--- config.mk ---
export PLATFORM = sky130hd
export DESIGN_NAME = pms_hit_fifo
export DESIGN_NICKNAME = d
export VERILOG_FILES = /design/src/pms_pkg.sv /design/src/pms_hit_fifo.sv
export SDC_FILE = /design/constraint.sdc
export NUM_CORES = 1
export LEC_CHECK = 0
export BUFFER_PORTS_ARGS = -buffer_cell sky130_fd_sc_hd__buf_4
export CORE_MARGIN = 3
export CORE_UTILIZATION = 50
export DETAILED_ROUTE_END_ITERATION = 16
export HOLD_SLACK_MARGIN = 0.06
export PLACE_DENSITY_LB_ADDON = 0.05
export SLEW_MARGIN = 20
export SYNTH_ARGS = -nofsm -noshare
export SYNTH_HDL_FRONTEND = slang
export SYNTH_SLANG_ARGS = --single-unit
--- constraint.sdc ---
create_clock -name clk -period 9.65 [get_ports clk]
set_input_delay 0.965 -clock clk [delete_from_list [all_inputs] [get_ports clk]]
set_output_delay 0.965 -clock clk [all_outputs]
set_load 0.01 [all_outputs]
--- src/pms_pkg.sv ---
// Shared types, codes and constants for the motif scanner.
package pms_pkg;

  localparam int MAX_WINDOW_DEF  = 32;
  localparam int ALPHABET_DEF    = 5;
  localparam int WEIGHT_BITS_DEF = 16;
  localparam int POS_BITS_DEF    = 20;

  localparam int CMD_W       = 2;
  localparam int COLUMN_W    = 5;
  localparam int SYMBOL_W    = 3;
  localparam int WEIGHT_IN_W = 16;
  localparam int SCORE_W     = 24;
  localparam int WLEN_W      = 6;
  localparam int OFFSET_W    = 8;
  localparam int CFG_INDEX_W = 2;
  localparam int CFG_DATA_W  = 24;

  // result buffer depth: room for one judgement in flight plus two words waiting
  localparam int HIT_FIFO_DEPTH = 3;

  typedef enum logic [CMD_W-1:0] {
    CMD_LOAD_WEIGHT = 2'd0,
    CMD_LOAD_MASK   = 2'd1,
    CMD_BASE        = 2'd2
  } cmd_e_t;

  typedef enum logic [CFG_INDEX_W-1:0] {
    CFG_WINDOW_LENGTH   = 2'd0,
    CFG_MARK_OFFSET     = 2'd1,
    CFG_SCORE_THRESHOLD = 2'd2,
    CFG_MASK_ENABLE     = 2'd3
  } cfg_idx_e_t;

  // broadcast from the front end to every cell
  typedef struct packed {
    logic                   shift;
    logic                   first;
    logic [SYMBOL_W-1:0]    code;
    logic                   load_weight;
    logic                   load_mask;
    logic [COLUMN_W-1:0]    column;
    logic [SYMBOL_W-1:0]    symbol;
    logic [WEIGHT_IN_W-1:0] weight;
  } cell_ctrl_t;

  // one open window as it moves from cell to cell
  typedef struct packed {
    logic                      valid;
    logic                      ok;
    logic signed [SCORE_W-1:0] sum;
  } cell_link_t;

endpackage

--- src/pms_hit_fifo.sv ---
// Small result buffer between the judgement stage and the output channel.
module pms_hit_fifo #(
  parameter int WIDTH = 46,
  parameter int DEPTH = pms_pkg::HIT_FIFO_DEPTH
) (
  input  logic                       clk,
  input  logic                       rst_n,
  input  logic                       push_i,
  input  logic [WIDTH-1:0]           data_i,
  output logic [$clog2(DEPTH+1)-1:0] count_o,
  output logic                       valid_o,
  input  logic                       ready_i,
  output logic [WIDTH-1:0]           data_o
);
  localparam int PW = (DEPTH > 1) ? $clog2(DEPTH) : 1;
  localparam int CW = $clog2(DEPTH+1);

  logic [WIDTH-1:0] mem_r [DEPTH];
  logic [PW-1:0]    wr_r, wr_nxt, rd_r, rd_nxt;
  logic [CW-1:0]    cnt_r, cnt_nxt;
  logic             pop;

  assign pop = valid_o && ready_i;

  always_comb begin
    wr_nxt  = wr_r;
    rd_nxt  = rd_r;
    cnt_nxt = cnt_r;
    if (push_i)
      wr_nxt = (int'(wr_r) == DEPTH - 1) ? '0 : wr_r + PW'(1);
    if (pop)
      rd_nxt = (int'(rd_r) == DEPTH - 1) ? '0 : rd_r + PW'(1);
    if (push_i && !pop)
      cnt_nxt = cnt_r + CW'(1);
    else if (!push_i && pop)
      cnt_nxt = cnt_r - CW'(1);
  end

  always_ff @(posedge clk) begin
    if (!rst_n) begin
      wr_r  <= '0;
      rd_r  <= '0;
      cnt_r <= '0;
    end else begin
      wr_r  <= wr_nxt;
      rd_r  <= rd_nxt;
      cnt_r <= cnt_nxt;
    end
  end

  always_ff @(posedge clk) begin
    if (push_i)
      mem_r[wr_r] <= data_i;
  end

  assign valid_o = (cnt_r != '0);
  assign data_o  = mem_r[rd_r];
  assign count_o = cnt_r;

endmodule
==> flow_metrics.tcl <==
set metrics [dict create \
    insertion_delay_ps 510 \
    final-hold-violation-count 0 \
    layout-drive-gt1-share_pct 31.6 \
    floorplan.initialDensity_pct 52.0 \
    first_iter_violations 110 \
    cts_resized 0 \
    place.gp.congestion 0.673 \
    antenna_found_initial 0 \
    max-vdd-ir-drop_v 0.000142 \
    netlist_area_um2 5420 \
    critPathKind "reg -> out" \
    synth_edf_count 138 \
    syn_inst 323 \
    die_h_um 110 \
    fmax_mhz 299 \
    hpwlAfterDp_mm 5.45 \
    dieWidth_um 110 \
    dieArea_um2 12100 \
    drc 0 \
    ys_seq_area_share_pct 79.4 \
    p_int_mw 1.32 \
    cts_setup_buffers 0 \
    yosys-top-cells-count "138 x edfxtp_1, 50 x nand2_1, 46 x mux2i_1, 46 x o21ai_1, 8 x dfxtp_1" \
    fin_skew_ps 5.50 \
    grt_first_pass_wirelength_mm 13.6 \
    yosysWarnings 0 \
    report.final.slew_viol_count 0 \
    cp-start-kind "flop" \
    io_buffer_count 98 \
    numCtsBuffers 17 \
    final_util_pct 66.4 \
    rows 37 \
    cts_buffer_depth 2 \
    r2r-end "mem_r[2][44]$_DFFE_PP_" \
    clkSlewWorstSetupHoldPaths_ps 60 \
    worst-path-max-fanout 27 \
    status "complete, no violations" \
    io_pins 99 \
    worst_ep_required_time_ps 8690 \
    holdBufCountCts 0 \
    stdcell_count 579 \
    synth_top_area_share_pct 76.5 \
    reg2reg_from "wr_r[1]$_SDFFE_PN0P_" \
    pwr-share-comb_pct 17.2 \
    synth_most_common_cell "edfxtp_1" \
    routed_wirelength_mm 9.10 \
    finalCritPeriodShare_pct 34.7 \
    root_buffer "clkbuf_8" \
    fin_crit_ps 3340 \
    cts.sinks 146 \
    hold_ws_ps 484 \
    hold_path.class "reg -> reg" \
    power.switching_uw 416 \
    grt_max_degree 93 \
    grt_pass1_vias 2731 \
    cts_htree_levels 4 \
    finalSetupViolCount 0 \
    async_reset_ff_share_pct 0 \
    nets 481 \
    relSlewSlack_pct 37.7 \
    grtUsageTotal_pct 15.7 \
    synth_seq_cells 146 \
    maxCapViolCount 0 \
    vias_per_cell 5.02 \
    synth_top_area_cell "edfxtp_1" \
    r2r_setup_slack_ps 7720 \
    dr.pass1.iters 4 \
    rsz0062_at_grt "no" \
    leakage_nw 2.41 \
    p_seq_share_pct 44.2 \
    ys.flop_type "edfxtp_1" \
    gr-total-overflow 0 \
    synth.net_count 374 \
    end_kind "output pin" \
    yosysUniqueCellTypes 23 \
    wl_per_cell_um 15.7 \
    clock_power_share_pct 38.7 \
    reg2regPathDepth 3 \
    syn_to_final_growth_pct 27.7 \
    worstMarginPinSlew_ps 935 \
    postRouteAntennaNets 0 \
    powerDensity_nw_per_um2 251 \
    antenna_cells 0 \
    vias 2905 \
    switching_share_pct 23.9 \
    dp.cells 547 \
    cp_data_arrival_time_ps 2380 \
    fin_setup_tns_ps 0 \
    hp-start "rd_r[1]$_SDFFE_PN0P_" \
    cts_tree "done" \
    synthTopCellsByArea "edfxtp_1 76%, mux2i_1 8.5%, o21ai_1 4.2%" \
    core_um2 10400 \
    min_path_cells 2 \
    syn_area_per_cell_um2 16.8 \
]
==> metrics by stage <==
step           power, mW  instance area (um2)  setup slack (ps)
2_1_floorplan      0.947                 5420              4760
3_3_place_gp        1.08                 6290              6790
3_5_place_dp        1.09                 6290              6790
4_1_cts             1.76                 6920              6240
5_1_grt             1.82                 6920              6150
6_report            1.74                 6920              6310
==> per-layer routing <==
layer  part of all wire (%)  routed length [um]  GRT usage [%]  vias to the layer above
li1                       -                   -              -                     1432
met1                     42                3810           18.8                     1392
met2                     49                4500           25.0                       69
met3                    6.8                 621           5.65                       12
met4                    1.9                 172           8.27                        0
met5                      0                   0              0                        -
==> cells by family after synthesis <==
family	after synthesis	synth area share [%]
XOR/XNOR	2	0.323
buffers and inverters	15	1.73
adder cells (fa/ha/maj)	1	0.231
multiplexers	46	8.50
AO/OA/AOI/OAI	53	5.19
AND/OR/NAND/NOR	60	4.59
flip-flops	146	79.4
==> layout by cell type, fill, tap and decap left out, types with 2 or more instances in the layout <==
cell        instances
a21boi_1            3
buf_4             103
bufinv_16           4
clkbuf_16          16
clkbuf_8            3
clkinv_2            2
clkinv_4            2
clkinvlp_4          2
dfxtp_1             6
edfxtp_1          138
inv_6               2
mux2i_1            46
nand2_1            50
nor2_4              2
nor2b_1             2
o21a_1              2
o21ai_1            46
or3_1               2
==> flip-flops by register name (all words and copies together) (netlist names), named ones only <==
| register | count |
|---|---|
| mem_r | 138 |
| count_o | 2 |
| rd_r | 2 |
| wr_r | 2 |
==> worst max-delay path: stages (launching register included) <==
cell	delay [ps]
dfxtp_2	740
buf_4	550
mux2i_1	290
o21ai_1	90
buf_4	180
==> final cells by class <==
class | count | area [um2]
Sequential cell | 146 | 4310
Multi-Input combinational cell | 162 | 1040
Timing Repair Buffer | 103 | 773
Fill cell | 763 | 3500
Tap cell | 136 | 170
Clock buffer | 20 | 445
Clock inverter | 12 | 180
==> how the worst max path moves through the flow <==
| stage | start | endpoint | slack [ps] | depth (start not counted) |
|---|---|---|---|---|
| after floorplan | push_i | mem_r[0][0]$_DFFE_PP_ | 4760 | 1 |
| after global placement | flop | data_o[6] | 6790 | 4 |
| after detailed placement | flop | data_o[44] | 6790 | 4 |
| after CTS | flop | data_o[6] | 6240 | 4 |
| after global routing | flop | data_o[39] | 6150 | 4 |
| final | flop | data_o[6] | 6310 | 4 |
==> power groups by stage <==
stage	Clock [mW]	Combinational (mW)	Sequential (mW)
after global routing	0.720	0.327	0.775
after CTS	0.685	0.305	0.770
after global placement	0	0.301	0.782
final	0.673	0.298	0.769
after floorplan	0	0.188	0.758
after detailed placement	0	0.303	0.783
No activity file was read; power rests on OpenSTA's default activity.
