===== src/pms_pkg.sv =====
// Shared types, codes and constants for the motif scanner.
package pms_pkg;

  localparam int MAX_WINDOW_DEF  = 32;
  localparam int ALPHABET_DEF    = 5;
  localparam int WEIGHT_BITS_DEF = 16;
  localparam int POS_BITS_DEF    = 20;

  localparam int CMD_W       = 2;
  localparam int COLUMN_W    = 5;
  localparam int SYMBOL_W    = 3;
  localparam int WEIGHT_IN_W = 16;
  localparam int SCORE_W     = 24;
  localparam int WLEN_W      = 6;
  localparam int OFFSET_W    = 8;
  localparam int CFG_INDEX_W = 2;
  localparam int CFG_DATA_W  = 24;

  // result buffer depth: room for one judgement in flight plus two words waiting
  localparam int HIT_FIFO_DEPTH = 3;

  typedef enum logic [CMD_W-1:0] {
    CMD_LOAD_WEIGHT = 2'd0,
    CMD_LOAD_MASK   = 2'd1,
    CMD_BASE        = 2'd2
  } cmd_e_t;

  typedef enum logic [CFG_INDEX_W-1:0] {
    CFG_WINDOW_LENGTH   = 2'd0,
    CFG_MARK_OFFSET     = 2'd1,
    CFG_SCORE_THRESHOLD = 2'd2,
    CFG_MASK_ENABLE     = 2'd3
  } cfg_idx_e_t;

  // broadcast from the front end to every cell
  typedef struct packed {
    logic                   shift;
    logic                   first;
    logic [SYMBOL_W-1:0]    code;
    logic                   load_weight;
    logic                   load_mask;
    logic [COLUMN_W-1:0]    column;
    logic [SYMBOL_W-1:0]    symbol;
    logic [WEIGHT_IN_W-1:0] weight;
  } cell_ctrl_t;

  // one open window as it moves from cell to cell
  typedef struct packed {
    logic                      valid;
    logic                      ok;
    logic signed [SCORE_W-1:0] sum;
  } cell_link_t;

endpackage


===== src/pms_cell.sv =====
// One matrix column: local weights and conserved base, adds into the passing window.
module pms_cell #(
  parameter int COL         = 0,
  parameter int ALPHABET    = pms_pkg::ALPHABET_DEF,
  parameter int WEIGHT_BITS = pms_pkg::WEIGHT_BITS_DEF
) (
  input  logic                clk,
  input  logic                rst_n,
  input  pms_pkg::cell_ctrl_t ctrl_i,
  input  pms_pkg::cell_link_t link_i,
  output pms_pkg::cell_link_t link_o
);
  import pms_pkg::*;

  localparam int WS  = (WEIGHT_BITS < WEIGHT_IN_W) ? WEIGHT_BITS : WEIGHT_IN_W;
  localparam int AW  = $clog2(ALPHABET);
  localparam int UNK = ALPHABET - 1;

  logic signed [WS-1:0]      wt_r [ALPHABET];
  logic [SYMBOL_W-1:0]       req_r;
  cell_link_t                link_r, link_nxt, src;
  logic [AW-1:0]             code_c;
  logic signed [WS-1:0]      w_sel;
  logic signed [SCORE_W:0]   sum_wide;
  logic signed [SCORE_W-1:0] sum_sat;
  logic                      mismatch;

  always_ff @(posedge clk) begin
    if (ctrl_i.load_weight && int'(ctrl_i.column) == COL && int'(ctrl_i.symbol) < ALPHABET)
      wt_r[AW'(ctrl_i.symbol)] <= ctrl_i.weight[WS-1:0];
  end

  always_ff @(posedge clk) begin
    if (!rst_n) begin
      req_r <= SYMBOL_W'(UNK);
    end else if (ctrl_i.load_mask && int'(ctrl_i.column) == COL) begin
      req_r <= ctrl_i.symbol;
    end
  end

  always_comb begin
    code_c = (int'(ctrl_i.code) > UNK) ? AW'(UNK) : AW'(ctrl_i.code);
    w_sel  = wt_r[code_c];

    // column 0 always opens a fresh window; a new sequence drops the rest
    if (COL == 0) begin
      src = '{valid: 1'b1, ok: 1'b1, sum: '0};
    end else if (ctrl_i.first) begin
      src = '0;
    end else begin
      src = link_i;
    end

    sum_wide = (SCORE_W+1)'(src.sum) + (SCORE_W+1)'(w_sel);
    if (sum_wide[SCORE_W] != sum_wide[SCORE_W-1])
      sum_sat = sum_wide[SCORE_W] ? {1'b1, {(SCORE_W-1){1'b0}}} : {1'b0, {(SCORE_W-1){1'b1}}};
    else
      sum_sat = sum_wide[SCORE_W-1:0];

    // unknown base never meets a constraint
    mismatch = (int'(req_r) < UNK) && ((int'(code_c) >= UNK) || (code_c != AW'(req_r)));

    link_nxt       = link_r;
    link_nxt.valid = src.valid;
    link_nxt.ok    = src.ok && !mismatch;
    link_nxt.sum   = sum_sat;
  end

  always_ff @(posedge clk) begin
    if (!rst_n) begin
      link_r.valid <= 1'b0;
    end else if (ctrl_i.shift) begin
      link_r <= link_nxt;
    end
  end

  assign link_o = link_r;

endmodule


===== config.mk =====
export PLATFORM = sky130hd
export DESIGN_NAME = pms_cell
export DESIGN_NICKNAME = d
export VERILOG_FILES = /design/src/pms_pkg.sv /design/src/pms_cell.sv
export SDC_FILE = /design/constraint.sdc
export NUM_CORES = 1
export LEC_CHECK = 0
export BUFFER_PORTS_ARGS = -buffer_cell sky130_fd_sc_hd__buf_2
export CORE_UTILIZATION = 53
export DETAILED_ROUTE_END_ITERATION = 10
export PLACE_DENSITY = 0.86
export SLEW_MARGIN = 40
export SYNTH_ARGS = -nofsm -noshare
export SYNTH_HDL_FRONTEND = slang
export SYNTH_SLANG_ARGS = --single-unit

===== constraint.sdc =====
create_clock -name clk -period 2.2 [get_ports clk]
set_input_delay 0.22 -clock clk [delete_from_list [all_inputs] [get_ports clk]]
set_output_delay 0.22 -clock clk [all_outputs]
set_load 0.02 [all_outputs]

==> summary.txt, run 1 <==
STA
  – RSZ-0062 raised after global routing: false
  – Worst-Margin Slew: 0.448 ns
  – Slew margin rel.: 70.1%
  – Slew Viols, Final: 0
  – Final hold violations: 0
  – Final worst path period share: 68.7%
  – Tmin final: 1.51 ns
  – Maximum clock rate: 662 MHz
  – Setup TNS: 0 ns
  – Final Skew: 0.00964 ns
  – Final setup fails: 0

CTS
  – CTS tree: done
  – Root Buffer: clkbuf_8
  – Total setup buffers inserted after CTS: 0
  – CTS Buffer Depth: 2
  – Post-CTS sizing: 0
  – Cts hold-fix bufs: 0
  – Cts bufs inserted: 9
  – Sink Count: 101
  – CTS H-tree depth: 3
  – Clock latency on the worst-skew pair: 0.35 ns
  – Reg clk slew, reported paths: 0.09 ns

Detailed routing
  – Vias/cell: 5.51
  – First-pass DRT Iterations: 4
  – DRC Markers: 0
  – Via count: 1851
  – DR iter-0 viols: 112
  – Routed Wire Length: 6480 um
  – Routed wire length per instance: 19.3 um
  – Final ANT Viol Nets: 0

Setup path
  – Reg-to-Reg End: link_o[4]
  – Reg2reg setup slack: 0.75 ns
  – WP data required: 2.23 ns
  – CP Launch Type: primary input
  – Critical Setup Path Class: in -> reg
  – WP data arrival: 1.54 ns
  – Crit end category: register
  – Worst r2r src: wt_r[2][4]
  – CP max FO: 16
  – R2R depth: 2

Global route
  – Met2 GRT Util: 32.2%
  – Initial antenna violation count: 0
  – GRT met1 Usage: 21.0%
  – GR peak layer: met2
  – GRT overflow: 0
  – Met3 usage: 3.22%
  – Vias in the first global route: 1905
  – First-pass GRT wire length: 9650 um
  – Global-route usage over all layers: 18.2%
  – Largest net degree at the start of global routing: 18

Floorplanning
  – Die X: 87.4 um
  – Die Area: 7630 sq um
  – Initial Util: 55.9%
  – Rows: 30
  – Die Y: 87.4 um
  – I/O pin count: 85
  – Core area: 6910 sq um

Synth
  – Avg Cell Area, Syn: 22.2 sq um
  – Synth cell types: 27
  – Synth Instances: 174
  – Synthesized cell area: 3860 sq um
  – Post-Syn Nets: 233
  – FFs w/ async S/R, synth: 0%
  – Synth Register Bits: 101
  – Sequential area share after synthesis: 77.5%
  – Synth warnings: 0
  – Ys flop type: edfxtp_1
  – Number of flops mapped to enable cells by yosys: 97

Power and ir drop
  – Leak Pwr: 1.60 nW
  – Power Density: 842 nW/um^2
  – NetSw: 0.000707 W
  – Sw frac: 18.7%
  – Seq pwr share: 56.1%
  – Cell Int Power: 0.00308 W
  – Clk pwr share: 39.3%
  – Logic gate share of total power: 4.6%
  – Pwr Total: 0.00378 W
  – Max VDD drop: 0.358 mV

Placed design
  – GP Congestion: 0.740
  – Hpwl dp: 3930 um
  – Placed Instance Area: 4220 sq um
  – Port Buffers: 57

Hold path
  – WHS Path Cells: 2
  – Min-Delay Path Class: in -> reg
  – Hold_sp: ctrl_i[30]
  – Min-Delay Endpoint: link_o[25]

Finish
  – Finished layout cell area: 4490 sq um
  – Share of cells above drive strength 1: 44.6%
  – Layout area overhead: 16.3%
  – Number of diodes: 0
  – Fillers: 475
  – Nets: 294

Outcome
  – Status: finished, final reports clean

Flow run
  – Max cap viols: 0
[worst max-delay path: stages]
cell and delay, ns:
buf_2 0.10, or4_4 0.56, nor2_1 0.19, and3b_1 0.19, buf_4 0.27
[Yosys cell counts (2+ instances only)]
master	n	share of area [%]
dfxtp_1	4	2.1
mux4_1	7	4.8
inv_1	2	0.19
and3b_1	2	0.45
xor2_1	2	0.45
buf_4	8	1.6
mux4_2	9	5.2
edfxtp_1	97	75
and3_1	2	0.32
mux2_2	16	4.7
nand2_1	4	0.39
nor2_1	3	0.29
mux2i_1	2	0.52
buf_2	3	0.39
[metal layers]
layer,vias to the layer above,routed length (um)
met2,73,3420
li1,826,-
met4,0,163
met5,-,0
met3,14,261
met1,938,2640
[registers in the layout, summed over array words and instances, names as in the netlist]
register and cells:
link_o 18, wt_r 80, req_r 3
[worst max path at each step]
stage                          start         end  depth (start not counted)
after CTS                 ctrl_i[20]  wt_r[0][5]                          5
after detailed placement  ctrl_i[20]  wt_r[0][0]                          5
after global placement    ctrl_i[20]  wt_r[0][0]                          5
final                     ctrl_i[20]  wt_r[2][0]                          5
after floorplan           ctrl_i[20]  wt_r[0][0]                          3
after global routing      ctrl_i[20]  wt_r[1][0]                          5
[per-stage QoR]
stage / utilization, % / hold WS (ns) / worst slack, ns / cells
finish: 65.0 / 0.0780 / 0.689 / 336
global route: 65.0 / 0.0765 / 0.626 / 336
CTS: 65.0 / 0.0649 / 0.729 / 336
detailed placement: 61.1 / 0.436 / 0.343 / 320
global placement: 61.1 / 0.424 / 0.391 / 320
floorplan: - / 0.309 / 0.410 / 174
[logic make-up after synthesis]
group,share of synthesized area (%)
simple gates,3.21
buf+inv,3.05
xor+xnor,0.454
mux,15.2
flops,77.5
compound gates,0.583
[placed cells by master, fill, tap and decap left out, types with 2 or more instances in the layout]
cell type | synthesis | layout
edfxtp_1 | 97 | 97
dfxtp_1 | 4 | 4
buf_2 | 3 | 57
buf_4 | 8 | 6
clkbuf_8 | 0 | 9
clkinv_4 | 0 | 2
and3_1 | 2 | 2
mux4_1 | 7 | 7
nand2_1 | 4 | 4
nor2_1 | 3 | 3
mux4_2 | 9 | 9
mux2i_1 | 2 | 2
bufinv_16 | 0 | 4
xor2_1 | 2 | 2
mux2_2 | 16 | 16
inv_1 | 2 | 2
and3b_1 | 2 | 2
[final cells by class]
type / instances / area [sq um] / share of cell area (%)
clock inverters: 7 / 146 / 3.26
inverters: 2 / 7.51 / 0.167
clock buffers: 9 / 124 / 2.76
flip-flops and latches: 101 / 2990 / 66.6
repair buffers: 64 / 350 / 7.80
well taps: 96 / 120 / 2.67
multi-input cells: 57 / 751 / 16.7
[power by group through the flow]
stage / clock network [W] / registers (W) / logic (W)
after floorplan: 0 / 0.00218 / 0.0000924
after global placement: 0 / 0.00217 / 0.000167
after detailed placement: 0 / 0.00217 / 0.000174
after CTS: 0.00151 / 0.00212 / 0.000175
after global routing: 0.00156 / 0.00212 / 0.000187
final: 0.00149 / 0.00212 / 0.000173
(Power assumes the default switching activity.)
==> inputs of run 2 (changes only) <==
--- a/config.mk
+++ b/config.mk
@@ -5,10 +5,11 @@
 export SDC_FILE = /design/constraint.sdc
 export NUM_CORES = 1
 export LEC_CHECK = 0
+export ABC_AREA = 1
 export BUFFER_PORTS_ARGS = -buffer_cell sky130_fd_sc_hd__buf_2
-export CORE_UTILIZATION = 53
+export CORE_UTILIZATION = 49
 export DETAILED_ROUTE_END_ITERATION = 10
-export PLACE_DENSITY = 0.86
+export PLACE_DENSITY = 0.84
 export SLEW_MARGIN = 40
 export SYNTH_ARGS = -nofsm -noshare
 export SYNTH_HDL_FRONTEND = slang
==> constraint.sdc (replaced) <==
create_clock -name clk -period 1.3 [get_ports clk]
set_input_delay 0.13 -clock clk [delete_from_list [all_inputs] [get_ports clk]]
set_output_delay 0.13 -clock clk [all_outputs]
set_load 0.02 [all_outputs]
==> run 2 against run 1 <==
Against the previous run:
- utilization down 0.92 points
- combinational power rose to 2.6 times the previous value
- flip-flop and latch count unchanged
- largest cell class unchanged
- critical endpoint is now link_o[8]
==> summary.txt, run 2 <==
Setup path
  – Critical Setup Path Class: reg -> reg
  – WP data required: 1.42 ns
  – Crit end category: register
  – Critical Path Start: wt_r[1][8]
  – CP max FO: 1
  – WP data arrival: 1.29 ns
  – Reg2reg setup slack: 0.13 ns
  – Worst r2r src: wt_r[1][8]
  – CP Launch Type: register

STA
  – Slew margin rel.: 80.3%
  – Tmin final: 1.17 ns
  – Hold_ws: 0.0124 ns
  – Maximum clock rate: 856 MHz
  – Final hold violations: 0
  – Final worst path period share: 89.9%
  – Slew Viols, Final: 0
  – Final worst slack: 0.131 ns
  – Final Skew: 0.00658 ns
  – Worst-Margin Slew: 0.295 ns
  – RSZ-0062 raised after global routing: false
  – Final setup fails: 0

Synth
  – Sequential area share after synthesis: 74.8%
  – Share of the synthesized area in the top cell type: 72.8%
  – Number of flops mapped to enable cells by yosys: 97
  – Synth cell types: 20
  – Synth top area cells: edfxtp_1 73%, nor2_1 6.5%, nand2_1 6.1%
  – Synthesized cell area: 4000 sq um
  – Synth area leader: edfxtp_1
  – Post-Syn Nets: 387
  – FFs w/ async S/R, synth: 0%
  – Ys flop type: edfxtp_1
  – Synth warnings: 0
  – Most common cell in the synthesized netlist: edfxtp_1
  – Post-synth top cells: 97 x edfxtp_1, 69 x nor2_1, 65 x nand2_1
  – Avg Cell Area, Syn: 12.2 sq um
  – Synth Instances: 328
  – Synth Register Bits: 101

Finish
  – Nets: 478
  – Most frequent cells in the layout: 97 x edfxtp_1, 64 x nand2_1, 63 x nor2_1
  – Biggest register: wt_r
  – Fillers: 574
  – Share of cells above drive strength 1: 27.9%
  – Number of diodes: 0
  – Layout area overhead: 25.1%
  – Most common cell after layout, fill and taps aside: edfxtp_1
  – Largest register FFs: 80

Global route
  – GRT overflow: 0
  – Largest net degree at the start of global routing: 18
  – Vias in the first global route: 2579
  – Initial antenna violation count: 0
  – First-pass GRT wire length: 12000 um
  – Global-route usage over all layers: 19.1%

Detailed routing
  – Vias/cell: 5.00
  – Via count: 2624
  – DRC Markers: 0
  – DR iter-0 viols: 109
  – Final ANT Viol Nets: 0
  – First-pass DRT Iterations: 4
  – Routed wire length per instance: 14.5 um
  – Routed Wire Length: 7610 um

CTS
  – CTS tree: done
  – Reg clk slew, reported paths: 0.09 ns
  – Root Buffer: clkbuf_8
  – Clock latency on the worst-skew pair: 0.35 ns
  – Cts bufs inserted: 9
  – Post-CTS sizing: 0
  – CTS H-tree depth: 3
  – CTS Buffer Depth: 2
  – Sink Count: 101

Power and ir drop
  – Leak Pwr: 2.00 nW
  – Max VDD drop: 0.673 mV
  – Power Density: 1260 nW/um^2

Hold path
  – Hold_sp: ctrl_i[0]
  – Min-Delay Path Class: in -> reg

Floorplanning
  – Core area: 7810 sq um
  – Die Area: 8530 sq um
  – Die Y: 92.4 um
  – Die X: 92.4 um
  – Initial Util: 51.3%
  – Rows: 32
  – I/O pin count: 85

Placed design
  – GP Congestion: 0.829
  – Port Buffers: 57
  – Pre-CTS setup slack: -0.186 ns
  – Hpwl dp: 4810 um

Outcome
  – Status: finished, final reports clean

Flow run
  – Max cap viols: 0
run 2: cell types whose count changed in the layout (fill, tap and decap cells not counted), sizes merged, moves of 11 or more:
cell / change
nor2: +67
nand2: +61
inv: +22
buf: +17
dlygate4sd3: +16
mux2: -16
mux4: -16
o21ai: +15
or2: +11
run 2: metrics by stage:
step | power, W | util (%) | setup TNS (ns) | cells | instance area, sq um
after floorplan | 0.00389 | - | -8.56 | 328 | 4050
after detailed placement | 0.00408 | 59.1 | -11.58 | 494 | 4610
final | 0.00631 | 64.1 | 0 | 525 | 5010
after global placement | 0.00407 | 59.1 | -5.20 | 494 | 4610
after global routing | 0.00650 | 64.1 | 0 | 525 | 5010
after CTS | 0.00634 | 64.1 | 0 | 525 | 5010
run 2: cell families (layout without fill, tap and decap cells):
| kind of cell | Yosys count | in the layout | synth area share [%] |
|---|---|---|---|
| simple gates | 159 | 159 | 16.3 |
| compound gates | 26 | 26 | 3.88 |
| flops | 101 | 101 | 74.8 |
| buf+inv | 42 | 137 | 5.07 |
run 2: what timing repair did:
action / CTS / global route
hold buffers: 16 / 0
buffers inserted: 0 / 0
endpoints found under the hold margin: 69 / 0
run 2: final cells by class:
type | instances | area (sq um) | area share [%]
Clock buffer | 9 | 124 | 2.47
Multi-Input combinational cell | 185 | 856 | 17.1
Timing Repair Buffer | 97 | 701 | 14.0
Inverter | 25 | 93.8 | 1.87
Sequential cell | 101 | 2990 | 59.8
Tap cell | 102 | 128 | 2.55
Clock inverter | 6 | 111 | 2.22
run 2: worst paths after layout:
check / to / depth (start not counted)
max: link_o[8] / 5
min: wt_r[0][0] / 1
min reg2reg: link_o[25] / 2
max reg2reg: link_o[8] / 5
run 2: critical path, stage by stage (launching register included):
cell and delay (ns):
edfxtp_1 0.38, or2_2 0.29, o21ai_0 0.07, nand2_1 0.07, nand2_1 0.07, nor2_1 0.04
run 2: where the power goes:
group	leakage, nW	total, W	switching, W	internal [W]
registers	0.907	0.00360	0.00000919	0.00359
clock network	0.116	0.00226	0.000990	0.00127
logic	0.975	0.000443	0.000260	0.000183
run 2: metal layers:
layer / vias to the layer above / global-route usage [%] / routed length (um)
met3: 9 / 2.38 / 435
met2: 96 / 33.6 / 4080
met4: 0 / 13.0 / 107
met1: 1248 / 21.7 / 2980
li1: 1271 / - / -
met5: - / 0 / 0
==> inputs of run 3 (changes only) <==
--- a/config.mk
+++ b/config.mk
@@ -7,6 +7,7 @@
 export LEC_CHECK = 0
 export ABC_AREA = 1
 export BUFFER_PORTS_ARGS = -buffer_cell sky130_fd_sc_hd__buf_2
+export CORE_ASPECT_RATIO = 1.4
 export CORE_UTILIZATION = 49
 export DETAILED_ROUTE_END_ITERATION = 10
 export PLACE_DENSITY = 0.84
==> run 3 against run 2 <==
Against the previous run:
- wire length grew 1.8%
- clock-buffer cell count grew 1
- critical path type is now reg -> out
- via count shrank 0.72%
- clock skew shrank 0.0011 ns
- first-iteration DRC count grew 54%
- clock power shrank 9.3%
- combinational power is essentially flat
- design area shrank 0.77%
- setup slack gained 0.0089 ns
- register-to-register slack gained 0.04 ns
- critical path depth shrank 4
- power shrank 3.3%
==> summary.txt, run 3 (same netlist as run 2, synthesis figures left out) <==
Outcome
  – Status: finished, final reports clean

STA
  – Worst-Margin Slew: 0.312 ns
  – Final Skew: 0.00550 ns
  – Slew Viols, Final: 0
  – RSZ-0062 raised after global routing: false
  – Hold_ws: 0.0149 ns
  – Maximum clock rate: 862 MHz
  – Slew margin rel.: 79.2%
  – Final worst slack: 0.140 ns
  – Setup TNS: 0 ns
  – Final hold violations: 0
  – Final setup fails: 0
  – Tmin final: 1.16 ns
  – Final worst path period share: 89.2%

Global route
  – First-pass GRT wire length: 12200 um
  – GRT overflow: 0
  – Global-route usage over all layers: 20.0%
  – Vias in the first global route: 2583
  – Largest net degree at the start of global routing: 25
  – Initial antenna violation count: 0

Placed design
  – Pre-CTS setup slack: -0.175 ns
  – Placed Instance Area: 4580 sq um
  – GP Congestion: 0.729
  – Port Buffers: 57
  – Hpwl dp: 4920 um

Flow run
  – Max cap viols: 0

Finish
  – Most frequent cells in the layout: 97 x edfxtp_1, 64 x nand2_1, 63 x nor2_1
  – Number of diodes: 0
  – Area of the multi-input gates: 856 sq um
  – Register area: 2990 sq um
  – Biggest register: wt_r
  – Finished layout cell area: 4970 sq um
  – Layout area overhead: 24.1%
  – Nets: 475
  – Largest register FFs: 80
  – Share of cells above drive strength 1: 26.4%
  – Most common cell after layout, fill and taps aside: edfxtp_1
  – Fillers: 585

Setup path
  – Critical Path, Cell by Cell: buf_2
  – Crit-path max cell delay: 0.47 ns
  – Family with the most delay on the worst path: flip-flops
  – Slowest-stage cell, CP: edfxtp_1
  – Bufs and invs on worst path: 1
  – WP data arrival: 1.03 ns
  – Critical Setup Path Class: reg -> out
  – CP max FO: 9
  – WP data required: 1.17 ns
  – CP Launch Type: register
  – Crit end category: output port

Floorplanning
  – Die X: 78.4 um
  – Die Y: 109 um
  – Rows: 38
  – Initial Util: 51.0%
  – I/O pin count: 85
  – Die Area: 8540 sq um
  – Core area: 7850 sq um

Power and ir drop
  – Power Density: 1230 nW/um^2
  – Logic gate share of total power: 7.3%
  – NetSw: 0.00126 W
  – Sw frac: 20.6%
  – Cell Int Power: 0.00484 W
  – Leak Pwr: 1.97 nW
  – Seq pwr share: 59.1%
  – Clk pwr share: 33.7%
  – Max VDD drop: 0.843 mV

Detailed routing
  – DR iter-0 viols: 168
  – First-pass DRT Iterations: 4
  – Met2 routed WL: 4140 um
  – Final ANT Viol Nets: 0
  – Routed wire length per instance: 14.9 um
  – Vias/cell: 5.01
  – Max Used Layer: met4
  – DRC Markers: 0
  – Met3 Wirelength: 584 um
  – Routed length on met1: 2800 um
  – Via count: 2605
  – Routed Wire Length: 7740 um

CTS
  – CTS Buffer Depth: 2
  – Cts bufs inserted: 9
  – Clock latency on the worst-skew pair: 0.36 ns
  – Sink Count: 101
  – CTS H-tree depth: 3
  – Reg clk slew, reported paths: 0.09 ns
  – CTS tree: done
  – Root Buffer: clkbuf_8

Hold path
  – Min-Delay Path Class: in -> reg
## run 3: cell count changes in the layout (fill, tap and decap cells not counted), sizes merged
cell,delta
buf,-5
clkinv,+1
bufinv,-1
dlygate4sd3,+2
inv,-1
clkbuf,+1
## run 3: repair_timing
action                                 CTS  global route
hold buffers                            18             0
gates resized for setup                  0             0
endpoints found under the hold margin   82             0
setup buffers                            0             0
## run 3: metrics by stage
step | total power, W | utilization [%] | instances
after floorplan | 0.00389 | - | 328
after global placement | 0.00406 | 58.4 | 487
after detailed placement | 0.00408 | 58.4 | 487
after CTS | 0.00613 | 63.3 | 520
after global routing | 0.00630 | 63.3 | 520
final | 0.00609 | 63.3 | 520
## run 3: layout make-up
class	instances	area share, %
Sequential cell	101	60.3
Multi-Input combinational cell	185	17.2
Timing Repair Buffer	94	14.0
Clock buffer	10	2.57
Tap cell	100	2.52
Inverter	25	1.89
Clock inverter	5	1.54
## run 3: tightest hold or removal path: cells and delay by family
| kind | cells | cell delay, ns |
|---|---|---|
| buffers and inverters | 1 | 0.09 |
| and+or+nand+nor | 2 | 0.13 |
## run 3: path summary, 6_finish.rpt
path / startpoint / end / slack, ns / depth (start not counted)
hold / removal: ctrl_i[24] / req_r[2] / 0.01 / 3
setup / recovery: link_o[15] / link_o[19] / 0.14 / 1
setup reg to reg: wt_r[1][4] / link_o[4] / 0.17 / 5
hold reg to reg: link_o[25] / link_o[25] / 0.45 / 2
## run 3: power by group through the flow
stage | logic [W] | registers (W) | clock network, W
floorplan | 0.000184 | 0.00371 | 0
global placement | 0.000385 | 0.00368 | 0
detailed placement | 0.000402 | 0.00368 | 0
CTS | 0.000445 | 0.00360 | 0.00208
global route | 0.000485 | 0.00360 | 0.00220
finish | 0.000442 | 0.00360 | 0.00205
## run 3: metal layers
metal / up-vias / track usage (%)
li1: 1271 / -
met1: 1199 / 22.4
met2: 120 / 35.0
met3: 15 / 5.19
met4: 0 / 10.4
met5: - / 0
